$ cat src/sv/tcw_pkg.sv
package tcw_pkg;

   localparam int NEXT_CELL_W = 11;
   localparam int CMD_COL_W   = 8;
   localparam int CMD_ROW_W   = 7;
   localparam int CMD_CELL_W  = 15;
   localparam int CSR_INDEX_W = 1;

   localparam logic [1:0] REQ_WRITE = 2'd0;
   localparam logic [1:0] REQ_CLEAR = 2'd1;
   localparam logic [1:0] REQ_READ  = 2'd2;

   localparam logic [7:0] CH_NEWLINE   = 8'd10;
   localparam logic [7:0] CH_BACKSPACE = 8'd8;
   localparam logic [7:0] CH_ERROR     = 8'h45;
   localparam logic [7:0] CH_SPACE     = 8'h20;

   localparam logic [CSR_INDEX_W-1:0] CSR_DEFAULT_ATTR = 1'b0;
   localparam logic [CSR_INDEX_W-1:0] CSR_ERROR_ATTR   = 1'b1;

   localparam logic [7:0] DEFAULT_ATTR_RST = 8'd15;
   localparam logic [7:0] ERROR_ATTR_RST   = 8'd244;

   typedef enum logic [2:0] {
      OP_PUT,
      OP_BLANK,
      OP_NEWLINE,
      OP_ERR_MARK,
      OP_CLEAR,
      OP_READ,
      OP_READ_ERR,
      OP_NOP
   } tcw_op_type;

   typedef struct packed {
      tcw_op_type             op;
      logic                   at_cursor;
      logic [7:0]             char_code;
      logic [7:0]             attr;
      logic [CMD_COL_W-1:0]   col;
      logic [CMD_ROW_W-1:0]   row;
      logic [CMD_CELL_W-1:0]  cell_idx;
   } tcw_cmd_type;

endpackage

$ cat src/sv/tcw_req_if.sv
interface tcw_req_if;
   logic       valid;
   logic       ready;
   logic [1:0] req_type;
   logic [7:0] char_code;
   logic [7:0] attr;
   logic       at_cursor;
   logic [7:0] col;
   logic [7:0] row;

   modport source (
      output valid, req_type, char_code, attr, at_cursor, col, row,
      input  ready
   );

   modport sink (
      input  valid, req_type, char_code, attr, at_cursor, col, row,
      output ready
   );
endinterface

$ cat src/sv/tcw_front.sv
module tcw_front #(
   parameter int SCREEN_COLS = 80,
   parameter int SCREEN_ROWS = 25
) (
   tcw_req_if.sink              req_chan,
   input  logic                 enable,
   input  logic [7:0]           default_attr,
   input  logic                 q_room,
   output logic                 q_push,
   output tcw_pkg::tcw_cmd_type q_cmd
);
   import tcw_pkg::*;

   logic       col_bad;
   logic       row_bad;
   logic       bad;
   logic [7:0] attr_eff;

   assign req_chan.ready = enable && q_room;
   assign q_push         = req_chan.valid && req_chan.ready;

   assign col_bad  = {1'b0, req_chan.col} >= 9'(SCREEN_COLS);
   assign row_bad  = req_chan.row >= 8'(SCREEN_ROWS);
   assign bad      = !req_chan.at_cursor && (col_bad || row_bad);
   assign attr_eff = (req_chan.attr == 8'd0) ? default_attr : req_chan.attr;

   always_comb begin
      q_cmd.at_cursor = req_chan.at_cursor;
      q_cmd.char_code = req_chan.char_code;
      q_cmd.attr      = attr_eff;
      q_cmd.col       = req_chan.col[CMD_COL_W-1:0];
      q_cmd.row       = req_chan.row[CMD_ROW_W-1:0];
      q_cmd.cell_idx  = CMD_CELL_W'(req_chan.row[CMD_ROW_W-1:0]) * CMD_CELL_W'(SCREEN_COLS)
                      + CMD_CELL_W'(req_chan.col);
      q_cmd.op        = OP_NOP;
      unique case (req_chan.req_type)
         REQ_WRITE: begin
            priority if (bad) begin
               q_cmd.op = OP_ERR_MARK;
            end else if (req_chan.char_code == CH_NEWLINE) begin
               q_cmd.op = OP_NEWLINE;
            end else if (req_chan.char_code == CH_BACKSPACE) begin
               q_cmd.op        = OP_BLANK;
               q_cmd.char_code = CH_SPACE;
            end else begin
               q_cmd.op = OP_PUT;
            end
         end
         REQ_CLEAR: q_cmd.op = OP_CLEAR;
         REQ_READ:  q_cmd.op = bad ? OP_READ_ERR : OP_READ;
         default:   q_cmd.op = OP_NOP;
      endcase
   end
endmodule

$ cat src/flat_wrapper.sv
// flat-port wrapper written by rule: the top's interface ports become plain ports
module tcw_front_flat import tcw_pkg::*;
#(
   parameter int SCREEN_COLS = 80,
   parameter int SCREEN_ROWS = 25
)
  (enable, default_attr, q_room, q_push, q_cmd, req_chan_valid, req_chan_req_type, req_chan_char_code, req_chan_attr, req_chan_at_cursor, req_chan_col, req_chan_row, req_chan_ready);
  tcw_req_if req_chan_i ();
  input  logic enable;
  input  logic [7:0] default_attr;
  input  logic q_room;
  output logic q_push;
  output tcw_pkg::tcw_cmd_type q_cmd;
  input wire logic [$bits(req_chan_i.valid)-1:0] req_chan_valid;
  input wire logic [$bits(req_chan_i.req_type)-1:0] req_chan_req_type;
  input wire logic [$bits(req_chan_i.char_code)-1:0] req_chan_char_code;
  input wire logic [$bits(req_chan_i.attr)-1:0] req_chan_attr;
  input wire logic [$bits(req_chan_i.at_cursor)-1:0] req_chan_at_cursor;
  input wire logic [$bits(req_chan_i.col)-1:0] req_chan_col;
  input wire logic [$bits(req_chan_i.row)-1:0] req_chan_row;
  output wire logic [$bits(req_chan_i.ready)-1:0] req_chan_ready;
  assign req_chan_i.valid = req_chan_valid;
  assign req_chan_i.req_type = req_chan_req_type;
  assign req_chan_i.char_code = req_chan_char_code;
  assign req_chan_i.attr = req_chan_attr;
  assign req_chan_i.at_cursor = req_chan_at_cursor;
  assign req_chan_i.col = req_chan_col;
  assign req_chan_i.row = req_chan_row;
  assign req_chan_ready = req_chan_i.ready;
  tcw_front #(.SCREEN_COLS(SCREEN_COLS), .SCREEN_ROWS(SCREEN_ROWS)) u_core (.req_chan(req_chan_i), .enable(enable), .default_attr(default_attr), .q_room(q_room), .q_push(q_push), .q_cmd(q_cmd));
endmodule
$ cat config.mk
export PLATFORM = sky130hd
export DESIGN_NAME = tcw_front_flat
export DESIGN_NICKNAME = d
export VERILOG_FILES = /design/src/sv/tcw_pkg.sv /design/src/sv/tcw_req_if.sv /design/src/sv/tcw_front.sv /design/src/flat_wrapper.sv
export SDC_FILE = /design/constraint.sdc
export NUM_CORES = 1
export LEC_CHECK = 0
export BUFFER_PORTS_ARGS = -buffer_cell sky130_fd_sc_hd__buf_2
export CAP_MARGIN = 20
export CORE_MARGIN = 3
export CORE_UTILIZATION = 37
export DETAILED_ROUTE_END_ITERATION = 8
export PLACE_DENSITY = 0.91
export SLEW_MARGIN = 20
export SYNTH_ARGS = -nofsm -noshare
export SYNTH_HDL_FRONTEND = slang
export SYNTH_SLANG_ARGS = --single-unit
$ cat constraint.sdc
create_clock -name vclk -period 2.7
set_input_delay 0.135 -clock vclk [all_inputs]
set_output_delay 0.135 -clock vclk [all_outputs]
set_load 0.02 [all_outputs]
### Word-level counts from Yosys, hierarchy flattened

Cells that the tools add are included.

| word-level totals | value |
|---|---|
| bits in registers | 0 |
| bits in latches | 0 |
| RAM bits | 0 |
| memory bits (read-only) | 0 |
| input port bits | 46 |
| output and inout port bits | 52 |
| word-level logic and storage cells | 25 |
| memories kept | 0 |

| cells by class | value |
|---|---|
| add/sub/neg operators | 1 |
| multipliers | 1 |
| divide/modulo/power cells | 0 |
| magnitude comparators | 2 |
| equal/unequal tests | 4 |
| shift-type cells | 0 |
| muxes and demuxes | 10 |
| bitwise operators | 0 |
| reductions and logical operators | 7 |

Operator list:

| kind | number |
|---|---|
| $mux 8 | 5 |
| $eq 8x4->1 const B | 2 |
| $add 14x8->15 | 1 |
| $mul 7x3->10 const B | 1 |
| $pmux 3 s3 | 1 |
| $ge 8x5->1 const B | 1 |
| $ge 8x7->1 const B | 1 |
| $logic_not 8->1 | 1 |
| $mux 3 | 2 |
| $logic_and 1x1->1 | 3 |
| $eq 2x1->1 const B | 1 |
| $eq 2x2->1 const B | 1 |
| $logic_not 2->1 | 1 |
| $mux 2 | 1 |
| $logic_not 1->1 | 1 |
| $logic_or 1x1->1 | 1 |
| $mux 1 | 1 |

### Logic depth before layout (Yosys ltp)

| logic depth | value |
|---|---|
| word-level depth | 5 |
| mapped depth | 8 |
| mapped depth without buffers | 8 |

### Least setup slack after synthesis

Ideal clock, no wire load.

| timing | value |
|---|---|
| path type | input-to-output |
| start point | input port req_chan_row[1] |
| end point | output port q_cmd[12] in the netlist's numbering |
| arrival | 2192 ps |
| required time | 2565 ps |
| slack | 373 ps |
| stages | 8 |
| path buffers | 0 |
| cell sequence | ha_1 > ha_1 > fa_1 > a21o_1 > a21oi_4 > xnor2_2 > nor4b_4 > xor2_1 |

RTL lines:

| element | line | text |
|---|---|---|
| start: declaration | flat_wrapper.sv:20 | `input wire logic [$bits(req_chan_i.row)-1:0] req_chan_row;` |
| end: declaration | flat_wrapper.sv:13 | `output tcw_pkg::tcw_cmd_type q_cmd;` |

==> metrics.txt <==
# setup viols final 0; CLK BUF 0; CP Class in -> out; unrepaired setup endpoints after global routing no; Max VDD drop 0.296 mV; Clock power frac 0%; sequential element share of the synthesized area 0%; Via density 4.77; Post-CTS Hold Fix Bufs 0; endpoints failing hold 0; # diodes 0; CP arrival 2.37 ns; Gate Count Post-Synth 117; layout cell share with drive strength beyond 1 53.7%; row count 17; count leader, synth buf_4; vias in the first global route 894; Slew Limit Fails 0; Post CTS Setup Buffer Count 0; Synth Cell Area 912 µm²; max_cap viols 0; Initial DRT Pass Iterations 4; total power 0.364 mW; P&R area growth vs syn 30.7%; drt drc 0; DR iter-0 viols 17; initial antenna violation count 0; worst endpoint required time 2.57 ns; Die Wd 55.7 µm; first-pass GRT wire length 3950 µm; syn avg cell area 7.80 µm²; IO Pins 98; Final Core Density 52.4%; logic gate share of total power 100.0%; Post-Route Setup TNS 0 ns; hpwl dp 2340 µm; final cycle utilization of the critical path 92.6%; critical path endpoint category output pin; fmax 400 MHz; Multi-input gate area 709 µm²; Synth top area share 19.2%; post-CTS sizing 0; Lkg Pwr 0.725 nW; worst setup path endpoint q_cmd[12]; Sequential Power Share 0%; worst hold path type in -> out; status completed; Avg WL per Cell 12.5 µm; WL final 2530 µm; gr usage total 14.9%; Pwr Density 305 nW/µm²; I/O Buffers 85; Initial Util 40.1%; core footprint 2280 µm²; post-synthesis net count 179; P_int 0.146 mW; crit path launch req_chan_row[1]; layout sequential cell count 0; CP max FO 5; sequential cell area 0 µm²; die height 55.7 µm; NetSw 0.218 mW; nets@finish 239; Via Count 968; GRT overflow 0; largest cells by area after synthesis ha_1 (19%), buf_4 (17%), a21o_1 (9.9%), xor2_1 (4.8%), fa_1 (4.4%); switch share 59.8%; largest net degree at the start of global routing 9; die area 3100 µm²; final RePlAce weighted congestion 0.775; synth cell count leaders buf_4 (21), ha_1 (14), a21o_1 (12); Tmin final 2.50 ns; Yosys warnings 0; startpoint types primary input; area leader, netlist ha_1; ANT nets after route 0; Cell variety after synth 35; Fill cells 220
## logic make-up after synthesis
family,count (synthesis),synth area share (%)
AND/OR/NAND/NOR,28,19.3
other,1,0.411
adder cells (fa/ha/maj),16,23.6
buffers and inverters,33,22.2
AO/OA/AOI/OAI,29,24.0
XOR/XNOR,10,10.4
## power by group through the flow
stage	clock network (mW)	registers (mW)	logic, mW
CTS	0	0	0.368
global placement	0	0	0.360
finish	0	0	0.364
global route	0	0	0.397
floorplan	0	0	0.276
detailed placement	0	0	0.366
## worst max-delay path, stage by stage
cell and delay [ns]:
buf_2 0.13, ha_1 0.29, ha_1 0.24, fa_1 0.41, a21o_1 0.23, a21oi_4 0.19, xnor2_2 0.12, nor4b_4 0.29
xor2_1 0.15, buf_2 0.18
## worst min-delay path by stage
stage	start	end	slack (ns)	depth (start not counted)
floorplan	req_chan_col[0]	q_cmd[0]	0.38	1
global placement	req_chan_col[1]	q_cmd[1]	0.27	0
detailed placement	req_chan_col[1]	q_cmd[1]	0.27	0
CTS	req_chan_col[1]	q_cmd[1]	0.27	0
global route	req_chan_col[2]	q_cmd[24]	0.27	0
finish	req_chan_col[0]	q_cmd[22]	0.27	0
## per-layer routing
metal / global-route usage, % / vias up / routed length (µm)
met2: 28.9 / 29 / 1380
met5: 0 / - / 0
met1: 18.2 / 425 / 1040
met3: 0.232 / 7 / 78
li1: - / 507 / -
met4: 2.78 / 0 / 31
## layout by cell type, fill, tap and decap left out, types with 2 or more instances in the layout
cell / n
a21o_1: 12
a21oi_1: 4
and3_1: 3
buf_2: 85
fa_1: 2
ha_1: 14
inv_1: 6
nor2_1: 8
nor2b_1: 2
nor3_1: 2
nor4_1: 2
o21ai_0: 3
o21bai_1: 2
or2_2: 2
or4_1: 2
xnor2_1: 4
xor2_1: 5
## through the flow
| stage | worst slack (ns) | instance area [µm²] | cells | hold slack (ns) |
|---|---|---|---|---|
| after floorplan | 0.373 | 912 | 117 | 0.383 |
| after global placement | 0.253 | 1190 | 203 | 0.270 |
| after detailed placement | 0.191 | 1190 | 203 | 0.270 |
| after CTS | 0.187 | 1190 | 203 | 0.270 |
| after global routing | 0.0697 | 1190 | 203 | 0.270 |
| final | 0.199 | 1190 | 203 | 0.270 |
## layout make-up
type / count / area share [%]
Inverter: 6 / 1.89
Multi-Input combinational cell: 84 / 59.5
Tap cell: 28 / 2.94
Timing Repair Buffer: 85 / 35.7
Power figures use the tool's default switching activity.
