[config.mk]
export PLATFORM = sky130hd
export DESIGN_NAME = tcw_queue
export DESIGN_NICKNAME = d
export VERILOG_FILES = /design/src/sv/tcw_pkg.sv /design/src/sv/tcw_queue.sv
export SDC_FILE = /design/constraint.sdc
export NUM_CORES = 1
export LEC_CHECK = 0
export BUFFER_PORTS_ARGS = -buffer_cell sky130_fd_sc_hd__buf_2
export CAP_MARGIN = 20
export CORE_ASPECT_RATIO = 1.5
export CORE_MARGIN = 3
export CORE_UTILIZATION = 23
export DETAILED_ROUTE_END_ITERATION = 10
export PLACE_DENSITY = 0.41
export REMOVE_ABC_BUFFERS = 1
export SYNTH_ARGS = -nofsm -noshare
export SYNTH_HDL_FRONTEND = slang
export SYNTH_SLANG_ARGS = --single-unit
[constraint.sdc]
create_clock -name clock -period 6.95 [get_ports clock]
set_clock_uncertainty 0.05 [all_clocks]
set_input_delay 0.3475 -clock clock [delete_from_list [all_inputs] [get_ports clock]]
set_output_delay 0.3475 -clock clock [all_outputs]
set_load 0.1 [all_outputs]
[src/sv/tcw_pkg.sv]
package tcw_pkg;

   localparam int NEXT_CELL_W = 11;
   localparam int CMD_COL_W   = 8;
   localparam int CMD_ROW_W   = 7;
   localparam int CMD_CELL_W  = 15;
   localparam int CSR_INDEX_W = 1;

   localparam logic [1:0] REQ_WRITE = 2'd0;
   localparam logic [1:0] REQ_CLEAR = 2'd1;
   localparam logic [1:0] REQ_READ  = 2'd2;

   localparam logic [7:0] CH_NEWLINE   = 8'd10;
   localparam logic [7:0] CH_BACKSPACE = 8'd8;
   localparam logic [7:0] CH_ERROR     = 8'h45;
   localparam logic [7:0] CH_SPACE     = 8'h20;

   localparam logic [CSR_INDEX_W-1:0] CSR_DEFAULT_ATTR = 1'b0;
   localparam logic [CSR_INDEX_W-1:0] CSR_ERROR_ATTR   = 1'b1;

   localparam logic [7:0] DEFAULT_ATTR_RST = 8'd15;
   localparam logic [7:0] ERROR_ATTR_RST   = 8'd244;

   typedef enum logic [2:0] {
      OP_PUT,
      OP_BLANK,
      OP_NEWLINE,
      OP_ERR_MARK,
      OP_CLEAR,
      OP_READ,
      OP_READ_ERR,
      OP_NOP
   } tcw_op_type;

   typedef struct packed {
      tcw_op_type             op;
      logic                   at_cursor;
      logic [7:0]             char_code;
      logic [7:0]             attr;
      logic [CMD_COL_W-1:0]   col;
      logic [CMD_ROW_W-1:0]   row;
      logic [CMD_CELL_W-1:0]  cell_idx;
   } tcw_cmd_type;

endpackage

[src/sv/tcw_queue.sv]
module tcw_queue (
   input  logic                 clock,
   input  logic                 reset,
   input  logic                 push,
   input  tcw_pkg::tcw_cmd_type push_cmd,
   output logic                 room,
   input  logic                 pop,
   output logic                 head_valid,
   output tcw_pkg::tcw_cmd_type head_cmd
);
   import tcw_pkg::*;

   tcw_cmd_type entry_ff [2];
   logic        wr_ptr_ff;
   logic        rd_ptr_ff;
   logic [1:0]  count_ff;

   assign room       = count_ff != 2'd2;
   assign head_valid = count_ff != 2'd0;
   assign head_cmd   = entry_ff[rd_ptr_ff];

   always_ff @(posedge clock) begin
      if (push) begin
         entry_ff[wr_ptr_ff] <= push_cmd;
      end
   end

   always_ff @(posedge clock) begin
      if (reset) begin
         wr_ptr_ff <= 1'b0;
         rd_ptr_ff <= 1'b0;
         count_ff  <= 2'd0;
      end else begin
         if (push) begin
            wr_ptr_ff <= !wr_ptr_ff;
         end
         if (pop) begin
            rd_ptr_ff <= !rd_ptr_ff;
         end
         count_ff <= count_ff + {1'b0, push} - {1'b0, pop};
      end
   end
endmodule

# ---- Yosys cells after proc, flatten, opt, wreduce, memory -nomap -nowiden
# Memory sizes are Yosys's and may differ from the RTL's. A register that Yosys moved wholly into a read port is not among the register bits.
# Index checks and enable logic that the tools add are counted.
dict set report op_classes {
  addsub 2
  n_reduce_logical 3
  eq_ne 1
  n_mux 4
}
# cell count
set ops {}
lappend ops {{1-bit 2-to-1 mux} 4}
lappend ops {{2-bit by 1-bit adder with 2-bit output} 1}
lappend ops {{1-bit zero test} 2}
lappend ops {{2-bit inequality test (second input constant)} 1}
lappend ops {{2-bit nonzero test} 1}
lappend ops {{2-bit by 1-bit subtractor with 2-bit output} 1}
dict set report word_totals {
  output_inout_bits 52
  mem_count 1
  inputBits 54
  elab_cells 14
  register_bits 4
  ramBits 100
}
# memory words width read_ports rd_clocked_by_memory_dff write_ports line_no
set memory_table {}
lappend memory_table {entry_ff 2 50 1 1 1 tcw_queue.sv:13} ;# tcw_cmd_type entry_ff [2];

# ---- Longest topological paths before layout
# Gate-level depths: netlist of run 1.
dict set report depth {
  depth_word 3
  depth_mapped 6
  depth_no_buf 6
}

# ---- Worst setup path before layout of run 1
# OpenSTA, ideal clock, no wires.
dict set report synth_path {
  path_kind {input -> register}
  from {in push}
  to {mem entry_ff[0][0] (netlist name), enable pin}
  cell_stages 1
  required_ps 6436
  t_arrival_ps 2564
  path_buffers 0
  setup_slack_ps 3872
  setup_time_ps 464
  path_cell_list {nor2b_1}
}
dict set report synth_via {
  elab_chain_len 2
}
# element line_no
set synth_rtl {}
lappend synth_rtl {{from (decl)} tcw_queue.sv:4} ;# input logic push,
lappend synth_rtl {{1-bit 2-to-1 mux} tcw_queue.sv:23} ;# if (push) begin
lappend synth_rtl {{1-bit 2-to-1 mux (not written as such)} tcw_queue.sv:24} ;# entry_ff[wr_ptr_ff] <= push_cmd;
lappend synth_rtl {{to (decl)} tcw_queue.sv:13}
# Every way passes these cells.

==> metrics.csv, run 1 <==
metric,value,unit
clock_latency,0.34,ns
n_antenna_cell,0,
synthCells,177,
place_area,4790,um^2
dr.pass1.iters,4,
tritoncts,built,
grt.total_usage,8.28,%
seqCellArea,3110,um^2
multi_input_area,868,um^2
worstSetupEndpointType,output pin,
yosys-mux-area-fraction,18.4,%
slew_viol_final,0,
wl_per_cell,15.6,um
clock_path_buffers,2,
seqPwrFrac,45.2,%
fillCellCount,1709,
yosys.area_share.simple,1.07,%
required,6.55,ns
gr-total-overflow,0,
holdCritPathClass,primary input to flip-flop,
grt_pass1_vias,2023,
holdWs,0.135,ns
cts_setup_buffers,0,
postLayoutCoreUtil,29.3,%
setup_tns,0,ns
design_area,5090,um^2
root_buffer,clkbuf_16,
die_w,115,um
clock.fmax,394,MHz
clkPwrFrac,30.3,%
ys_ff_latch,105,
layout_common_cells,"105 x buf_2, 100 x edfxtp_1, 50 x mux2_4",
relSlewSlack,31.8,%
vdd.ir_drop.worst,0.131,mV
wl,7890,um
layout_commonest_cell,buf_2,
initial_core_util,23.5,%
cts_resized,0,
syn-cell-area,4080,um^2
htree_levels,3,
core,17300,um^2
path_max_fanout,50,
tightest_slew,1.02,ns
drtIter0Drc,62,
synthAdderAreaFrac,0.613,%
path_class,flip-flop to output pin,
ios,106,
rows,59,
powerDensity,332,nW/um^2
finalSetupViolCount,0,
antenna_found_initial,2,
synth_cell_types,14,
synth_top_family_by_area,multiplexers,
drc_errors,0,
critPathLaunchType,flip-flop,
ant_nets,0,
io_buffer_count,105,
ys_warn_count,0,
grt_max_degree,51,
p_comb_share,24.5,%
grt_pass1_wl,11700,um
min_period,2.54,ns
ctsHoldBuffers,0,
p_sw_share,33.9,%
timing.final.crit_share,36.5,%
fin_nets,345,
drive_above_1_share,59.9,%
cap_violations,0,
vias,1936,
p_int,1.12,mW
synth_xor_area_share,0.981,%
avgSynthCellArea,23.1,um^2
cts_sinks,105,
via_per_inst,3.82,
hold_violations,0,
arrival,2.14,ns
routabilityCongestion,0.657,
cts_buffers,9,
dp_hpwl,5040,um
synth_compound_area_share,0,%
status,"complete, no violations",
syn_to_final_growth,24.7,%
die_area,19400,um^2
die_h,169,um
p_leak,1.99,nW
p_switching,0.574,mW
seq_area_frac_synth,76.0,%
clk_pin_slew,0.08,ns
rsz0062_at_grt,no,
## cells in the mapped netlist
master | count | share of area (%)
nor2_1 | 4 | 0.37
edfxtp_1 | 100 | 74
mux2_4 | 50 | 18
and2_1 | 1 | 0.15
xnor3_1 | 1 | 0.55
buf_6 | 1 | 0.28
buf_12 | 5 | 2.5
dfxtp_1 | 5 | 2.5
nand2_1 | 1 | 0.092
ha_1 | 2 | 0.61
xnor2_1 | 2 | 0.43
or2_2 | 1 | 0.15
nor2b_1 | 2 | 0.31
inv_1 | 2 | 0.18
## registers in the layout, indices dropped and copies added (netlist names), named ones only
name	flops
entry_ff	100
rd_ptr_ff	1
wr_ptr_ff	1
count_ff	2
## kinds of logic after synthesis
| logic type | after synthesis |
|---|---|
| XOR/XNOR | 3 |
| adder cells (fa/ha/maj) | 2 |
| buffers and inverters | 8 |
| flip-flops | 105 |
| multiplexers | 50 |
| AND/OR/NAND/NOR | 9 |
## through the flow
step | setup WS [ns] | cells | power [mW]
final | 4.41 | 507 | 1.69
after global routing | 4.29 | 507 | 1.76
after CTS | 4.33 | 507 | 1.72
after floorplan | 3.87 | 171 | 1.13
after detailed placement | 4.70 | 491 | 1.20
after global placement | 4.72 | 491 | 1.20
## per-layer routing
layer	routed length, um	global-route usage (%)	up-vias
li1	-	-	911
met1	3040	9.21	958
met2	4150	13.8	49
met3	464	2.39	14
met4	208	5.21	4
met5	27	0	-
## critical path, stage by stage (launching register included)
cell	delay (ns)
dfxtp_4	1.03
mux2_4	0.31
buf_2	0.43
## power groups by stage
stage                     Sequential, mW  Combinational [mW]  Clock [mW]
after floorplan                    0.774               0.357           0
after global placement             0.779               0.418           0
after detailed placement           0.781               0.419           0
after CTS                          0.767               0.420       0.534
after global routing               0.770               0.429       0.562
final                              0.765               0.414       0.513
## worst paths after layout
check / cells after the start / from / slack [ns] / endpoint
hold / removal: 1 / push_cmd[29] / 0.14 / entry_ff[0][29]
setup / recovery: 2 / flip-flop / 4.41 / head_cmd[9]
hold reg to reg: 2 / rd_ptr_ff / 0.46 / flip-flop
setup reg to reg: 2 / wr_ptr_ff / 5.03 / entry_ff[1][14]
## area by class of cell
cell class	instances	area share, %
clock buffer	9	4.42
clock inverter	7	1.50
inverter	2	0.147
multi-input combinational	64	17.1
sequential	105	61.0
tap	213	5.23
timing repair buffer	107	10.6
Note: power is estimated with default switching activity, not from simulation.
==> run 2, diff against run 1 <==
==> constraint.sdc (replaced) <==
create_clock -name clock -period 2.42 [get_ports clock]
set_clock_uncertainty 0.05 [all_clocks]
set_input_delay 0.121 -clock clock [delete_from_list [all_inputs] [get_ports clock]]
set_output_delay 0.121 -clock clock [all_outputs]
set_load 0.1 [all_outputs]
==> metrics.csv, run 2 (same netlist as run 1, synthesis figures left out) <==
metric,value,unit,change
status,"complete, no violations",,
wl,8170,um,+3.5%
p_int,3.17,mW,+180%
root_buffer,clkbuf_16,,
reg_top3,"entry_ff (100), count_ff (2)",,
seqPwrFrac,44.8,%,-0.4 points
via_per_inst,3.73,,-2.3%
clkPwrFrac,28.3,%,-2.0 points
ios,106,,unchanged
die_h,169,um,unchanged
instances_no_fill,562,,+11%
place_area,4840,um^2,+0.99%
dr.pass1.iters,4,,unchanged
tightest_slew,0.527,ns,-0.496 ns
largest_reg_flops,100,,unchanged
postLayoutCoreUtil,32.4,%,+3.1 points
vias,2096,,+8.3%
required,2.25,ns,-4.30 ns
p_sw_share,34.5,%,+0.56 points
drc_errors,0,,unchanged
rows,59,,unchanged
p_leak,2.21,nW,+11%
clock_latency,0.34,ns,about the same
p_switching,1.67,mW,+190%
clk_pin_slew,0.07,ns,about the same
grt.total_usage,8.44,%,+0.16 points
grt_pass1_vias,2332,,+15%
cap_violations,0,,unchanged
relSlewSlack,64.9,%,+33 points
grt_pass1_wl,12300,um,+5.2%
antenna_found_initial,2,,unchanged
gr-total-overflow,0,,unchanged
fillCellCount,1687,,-1.3%
arrival,1.88,ns,-0.26 ns
fin_nets,399,,+16%
setup_tns,0,ns,unchanged
drtIter0Drc,59,,-4.8%
cts_resized,0,,unchanged
dp.cells,494,,+0.61%
slew_viol_final,0,,unchanged
wl_per_cell,14.5,um,-6.6%
routabilityCongestion,0.666,,+1.3%
p_comb_share,26.8,%,+2.3 points
tritoncts,built,,
htree_levels,3,,unchanged
finalSetupViolCount,0,,unchanged
layout_common_cells,"105 x buf_2, 100 x edfxtp_1, 51 x dlygate4sd3_1",,
path_max_fanout,24,,-52%
design_area,5630,um^2,+11%
dp_hpwl,5390,um,+6.9%
syn_to_final_growth,37.9,%,
die_w,115,um,unchanged
io_buffer_count,105,,unchanged
critPathLaunchType,flip-flop,,
cts_sinks,105,,unchanged
hold_violations,0,,unchanged
timing.final.crit_share,84.9,%,
holdCritPathClass,primary input to flip-flop,,
holdWs,0.0249,ns,-0.110 ns
drive_above_1_share,51.4,%,-8.4 points
worstSetupEndpointType,output pin,,
initial_core_util,23.5,%,unchanged
cts_setup_buffers,0,,unchanged
power.total,4.83,mW,+190%
powerDensity,859,nW/um^2,+160%
path_class,flip-flop to output pin,,
cts_buffers,9,,unchanged
largest_register,entry_ff,,
clock.fmax,487,MHz,
min_period,2.05,ns,
core,17300,um^2,unchanged
die_area,19400,um^2,unchanged
grt_max_degree,36,,-29%
ant_nets,0,,unchanged
layout_setup_ws,0.366,ns,-4.04 ns
clock_path_buffers,2,,unchanged
pre_cts_slack,0.704,ns,-4.00 ns
layout_commonest_cell,buf_2,,
vdd.ir_drop.worst,0.430,mV,+230%
rsz0062_at_grt,no,,
## run 2: path summary, 6_finish.rpt
check             slack, ns  depth (start not counted)              end       from
hold / removal         0.02                          3        rd_ptr_ff        pop
setup reg to reg       0.84                          2  entry_ff[1][17]  wr_ptr_ff
hold reg to reg        0.47                          2        rd_ptr_ff  rd_ptr_ff
setup / recovery       0.37                          3      head_cmd[5]  flip-flop
## run 2: power by group through the flow
stage	Clock (mW)	Combinational [mW]	Sequential (mW)
after floorplan	0	1.03	2.22
after global placement	0	1.24	2.21
after detailed placement	0	1.25	2.21
after CTS	1.43	1.32	2.17
after global routing	1.49	1.35	2.18
final	1.37	1.30	2.17
## run 2: cell type report
type | count | area (um^2) | share of cell area (%)
sequential | 105 | 3110 | 55.2
timing repair buffer | 161 | 1100 | 19.5
multi-input combinational | 64 | 868 | 15.4
tap | 213 | 267 | 4.74
clock buffer | 9 | 225 | 4.00
clock inverter | 7 | 51.3 | 0.912
inverter | 2 | 7.51 | 0.133
antenna | 1 | 2.50 | 0.0445
## run 2: per-layer routing
layer / up-vias / GRT usage, % / wire length, um
met1: 1016 / 9.13 / 3120
met2: 52 / 15.1 / 4470
met4: 2 / 3.83 / 144
met3: 8 / 2.35 / 422
li1: 1018 / - / -
met5: - / 0 / 13
## run 2: repair_timing
item	in CTS	in global routing
hold endpoints to repair	105	0
setup endpoints to repair	0	0
hold buffers	51	0
## run 2: critical path, stage by stage, from the launching register on
cell,delay [ns]
dfxtp_4,0.60
buf_12,0.28
mux2_4,0.33
buf_2,0.29
==> run 3, diff against run 2 <==
--- a/config.mk
+++ b/config.mk
@@ -5,13 +5,14 @@
 export SDC_FILE = /design/constraint.sdc
 export NUM_CORES = 1
 export LEC_CHECK = 0
+export ABC_AREA = 1
 export BUFFER_PORTS_ARGS = -buffer_cell sky130_fd_sc_hd__buf_2
 export CAP_MARGIN = 20
 export CORE_ASPECT_RATIO = 1.5
 export CORE_MARGIN = 3
 export CORE_UTILIZATION = 23
 export DETAILED_ROUTE_END_ITERATION = 10
-export PLACE_DENSITY = 0.41
+export PLACE_DENSITY = 0.43
 export REMOVE_ABC_BUFFERS = 1
 export SYNTH_ARGS = -nofsm -noshare
 export SYNTH_HDL_FRONTEND = slang
==> constraint.sdc (replaced) <==
create_clock -name clock -period 1.7 [get_ports clock]
set_clock_uncertainty 0.05 [all_clocks]
set_input_delay 0.085 -clock clock [delete_from_list [all_inputs] [get_ports clock]]
set_output_delay 0.085 -clock clock [all_outputs]
set_load 0.1 [all_outputs]
==> metrics.csv, run 3 <==
metric,value,unit,change
fillCellCount,1659,,-1.7%
finalSetupViolCount,0,,unchanged
seqPwrFrac,43.0,%,-1.8 points
synth_edf_count,100,,unchanged
r2r_slack,0.44,ns,-0.40 ns
hold_violations,0,,unchanged
whs_endpoint,wr_ptr_ff,,
fin_nets,412,,+3.3%
avgSynthCellArea,21.9,um^2,-5.2%
holdCritPathClass,primary input to flip-flop,,
io_buffer_count,105,,unchanged
p_comb_share,30.2,%,+3.4 points
drive_above_1_share,49.3,%,-2.1 points
grt.total_usage,8.33,%,-0.11 points
cts_buffers,9,,unchanged
critPathLaunchType,flip-flop,,
ant_nets,0,,unchanged
dp_hpwl,5640,um,+4.7%
antenna_found_initial,1,,-1
required,1.56,ns,-0.69 ns
grt_pass1_wl,12200,um,-0.79%
cts_setup_buffers,0,,unchanged
min_path_cells,3,,unchanged
relSlewSlack,67.9,%,+3.1 points
path_max_fanout,24,,unchanged
die_area,19400,um^2,+0.18%
synth_most_common_cell,edfxtp_1,,
routabilityCongestion,0.636,,-4.5%
largest_register,entry_ff,,
timing.final.crit_share,96.2,%,
drc_errors,0,,unchanged
wl,7900,um,-3.2%
root_buffer,clkbuf_16,,
initial_core_util,23.5,%,-0.057 points
rows,59,,unchanged
r2r-end,entry_ff[1][8],,
synth_cell_types,13,,-1
regToRegStartpoint,wr_ptr_ff,,
vias,2194,,+4.7%
worstSetupEndpointType,output pin,,
status,"complete, no violations",,
cp_cell_sequence,buf_12 > mux2_4 > buf_4,,
clock.fmax,611,MHz,
grt_pass1_vias,2341,,+0.39%
setup_tns,0,ns,unchanged
syn-cell-area,4090,um^2,+0.18%
powerDensity,1110,nW/um^2,+29%
core,17400,um^2,+0.43%
die_h,169,um,about the same
layout_common_cells,"100 x edfxtp_1, 55 x buf_2, 52 x dlygate4sd3_1",,
dr.pass1.iters,4,,unchanged
cp_top_family,buffers and inverters,,
htree_levels,3,,unchanged
vdd.ir_drop.worst,0.600,mV,+40%
postLayoutCoreUtil,36.4,%,+3.9 points
path_class,flip-flop to output pin,,
holdWs,0.0132,ns,-0.0117 ns
die_w,115,um,about the same
clkPwrFrac,26.8,%,-1.5 points
p_leak,2.49,nW,+12%
ys_ff_latch,105,,unchanged
slew_viol_final,0,,unchanged
tritoncts,built,,
power.total,7.04,mW,+46%
n_antenna_cell,0,,-1
clk_pin_slew,0.07,ns,about the same
clock_path_buffers,2,,unchanged
dp.cells,506,,+2.4%
tightest_slew,0.484,ns,-0.0426 ns
crit_buf_inv,2,,unchanged
worstRegToRegCells,3,,+1
largest_reg_flops,100,,unchanged
arrival,1.50,ns,-0.38 ns
synthFlopType,edfxtp_1,,
gr-total-overflow,0,,unchanged
synth_top_area_share,73.4,%,-0.14 points
cp_slowest_cell,dfxtp_4,,
grt_max_degree,33,,-8.3%
synthTopCellsByArea,"edfxtp_1 73%, mux2_4 18%, buf_12 2.4%",,
p_int,4.78,mW,+51%
seq_area_frac_synth,75.9,%,-0.14 points
layout_commonest_cell,edfxtp_1,,
max_stage_delay,0.38,ns,-0.22 ns
reg_top3,"entry_ff (100), count_ff (2)",,
ys_warn_count,0,,unchanged
async_flop_share,0,%,unchanged
p_sw_share,32.1,%,-2.4 points
syn_to_final_growth,55.0,%,
drtIter0Drc,69,,+17%
worstHoldStart,push,,
via_per_inst,3.82,,+2.5%
clock_latency,0.33,ns,about the same
p_switching,2.26,mW,+36%
cap_violations,0,,unchanged
min_period,1.64,ns,
instances_no_fill,574,,+2.1%
ios,106,,unchanged
synth_top_cell_by_area,edfxtp_1,,
synthCells,187,,+5.6%
synthTopCellsByCount,"100 x edfxtp_1, 50 x mux2_4, 8 x inv_1",,
cts_sinks,105,,unchanged
wl_per_cell,13.8,um,-5.2%
rsz0062_at_grt,no,,
run 3: cell types whose count changed after synthesis:
cell     change
xnor2_1      -1
and2_1       -1
or2_2        -1
nor3_1       +1
nor2_1       +2
xnor3_1      -1
a21oi_1      +1
inv_1        +6
nor2b_1      -2
nand3_1      +1
nand2_1      +5
run 3: how the worst max path moves through the flow:
stage | from | to | slack (ns) | depth (start not counted)
after global routing | flip-flop | head_cmd[27] | 0.007 | 3
after CTS | flip-flop | head_cmd[6] | 0.03 | 3
final | flip-flop | head_cmd[10] | 0.06 | 3
after global placement | flip-flop | head_cmd[44] | 0.36 | 3
after floorplan | wr_ptr_ff | entry_ff[0][0] | -1.23 | 1
after detailed placement | flip-flop | head_cmd[6] | 0.35 | 3
run 3: stage by stage:
stage / setup slack, ns / area, um^2
global placement: 0.357 / 5510
floorplan: -1.23 / 3980
CTS: 0.0330 / 6320
finish: 0.0644 / 6340
global route: 0.00715 / 6340
detailed placement: 0.349 / 5510
run 3: area by class of cell:
cell class	count	area, um^2	area share (%)
multi-input cells	68	852	13.4
flip-flops and latches	105	3110	49.0
repair buffers	164	1810	28.6
clock inverters	6	41.3	0.652
clock buffers	10	229	3.61
well taps	213	267	4.21
inverters	8	30.0	0.474
run 3: kinds of logic (layout without fill, tap and decap cells):
logic type | after synthesis | in the layout | synth area share (%)
AOI/OAI and AO/OA | 1 | 1 | 0.122
adders and majority gates | 2 | 2 | 0.612
DFF | 105 | 105 | 75.9
xor gates and xnor gates | 1 | 1 | 0.214
and+or+nand+nor | 14 | 14 | 1.35
muxes | 50 | 50 | 18.4
buffers and inverters | 14 | 188 | 3.46
run 3: power by group through the flow:
stage | combinational (mW) | clock [mW] | sequential [mW]
2_1_floorplan | 1.33 | 0 | 3.13
3_3_place_gp | 2.03 | 0 | 3.08
3_5_place_dp | 2.04 | 0 | 3.09
4_1_cts | 2.15 | 1.97 | 3.03
5_1_grt | 2.20 | 2.07 | 3.04
6_report | 2.13 | 1.89 | 3.03
run 3: worst register-to-register path, delay by kind of cell, from the launching register on:
| kind | cells | cell delay, ns |
|---|---|---|
| flip-flops | 1 | 0.40 |
| buffers and inverters | 2 | 0.44 |
| AND/OR/NAND/NOR | 1 | 0.08 |
run 3: timing repair:
item,4_1_cts,5_1_grt
resized for setup,10,2
hold endpoints to repair,104,0
setup endpoints to repair,10,1
hold buffers,52,0
run 3: routing by layer:
metal / track usage (%) / share of wire (%) / vias to the layer above
met5: 0 / 0.089 / -
met4: 3.52 / 1.8 / 2
met3: 2.10 / 4.2 / 9
met2: 15.5 / 58 / 52
met1: 8.72 / 36 / 1082
li1: - / - / 1049
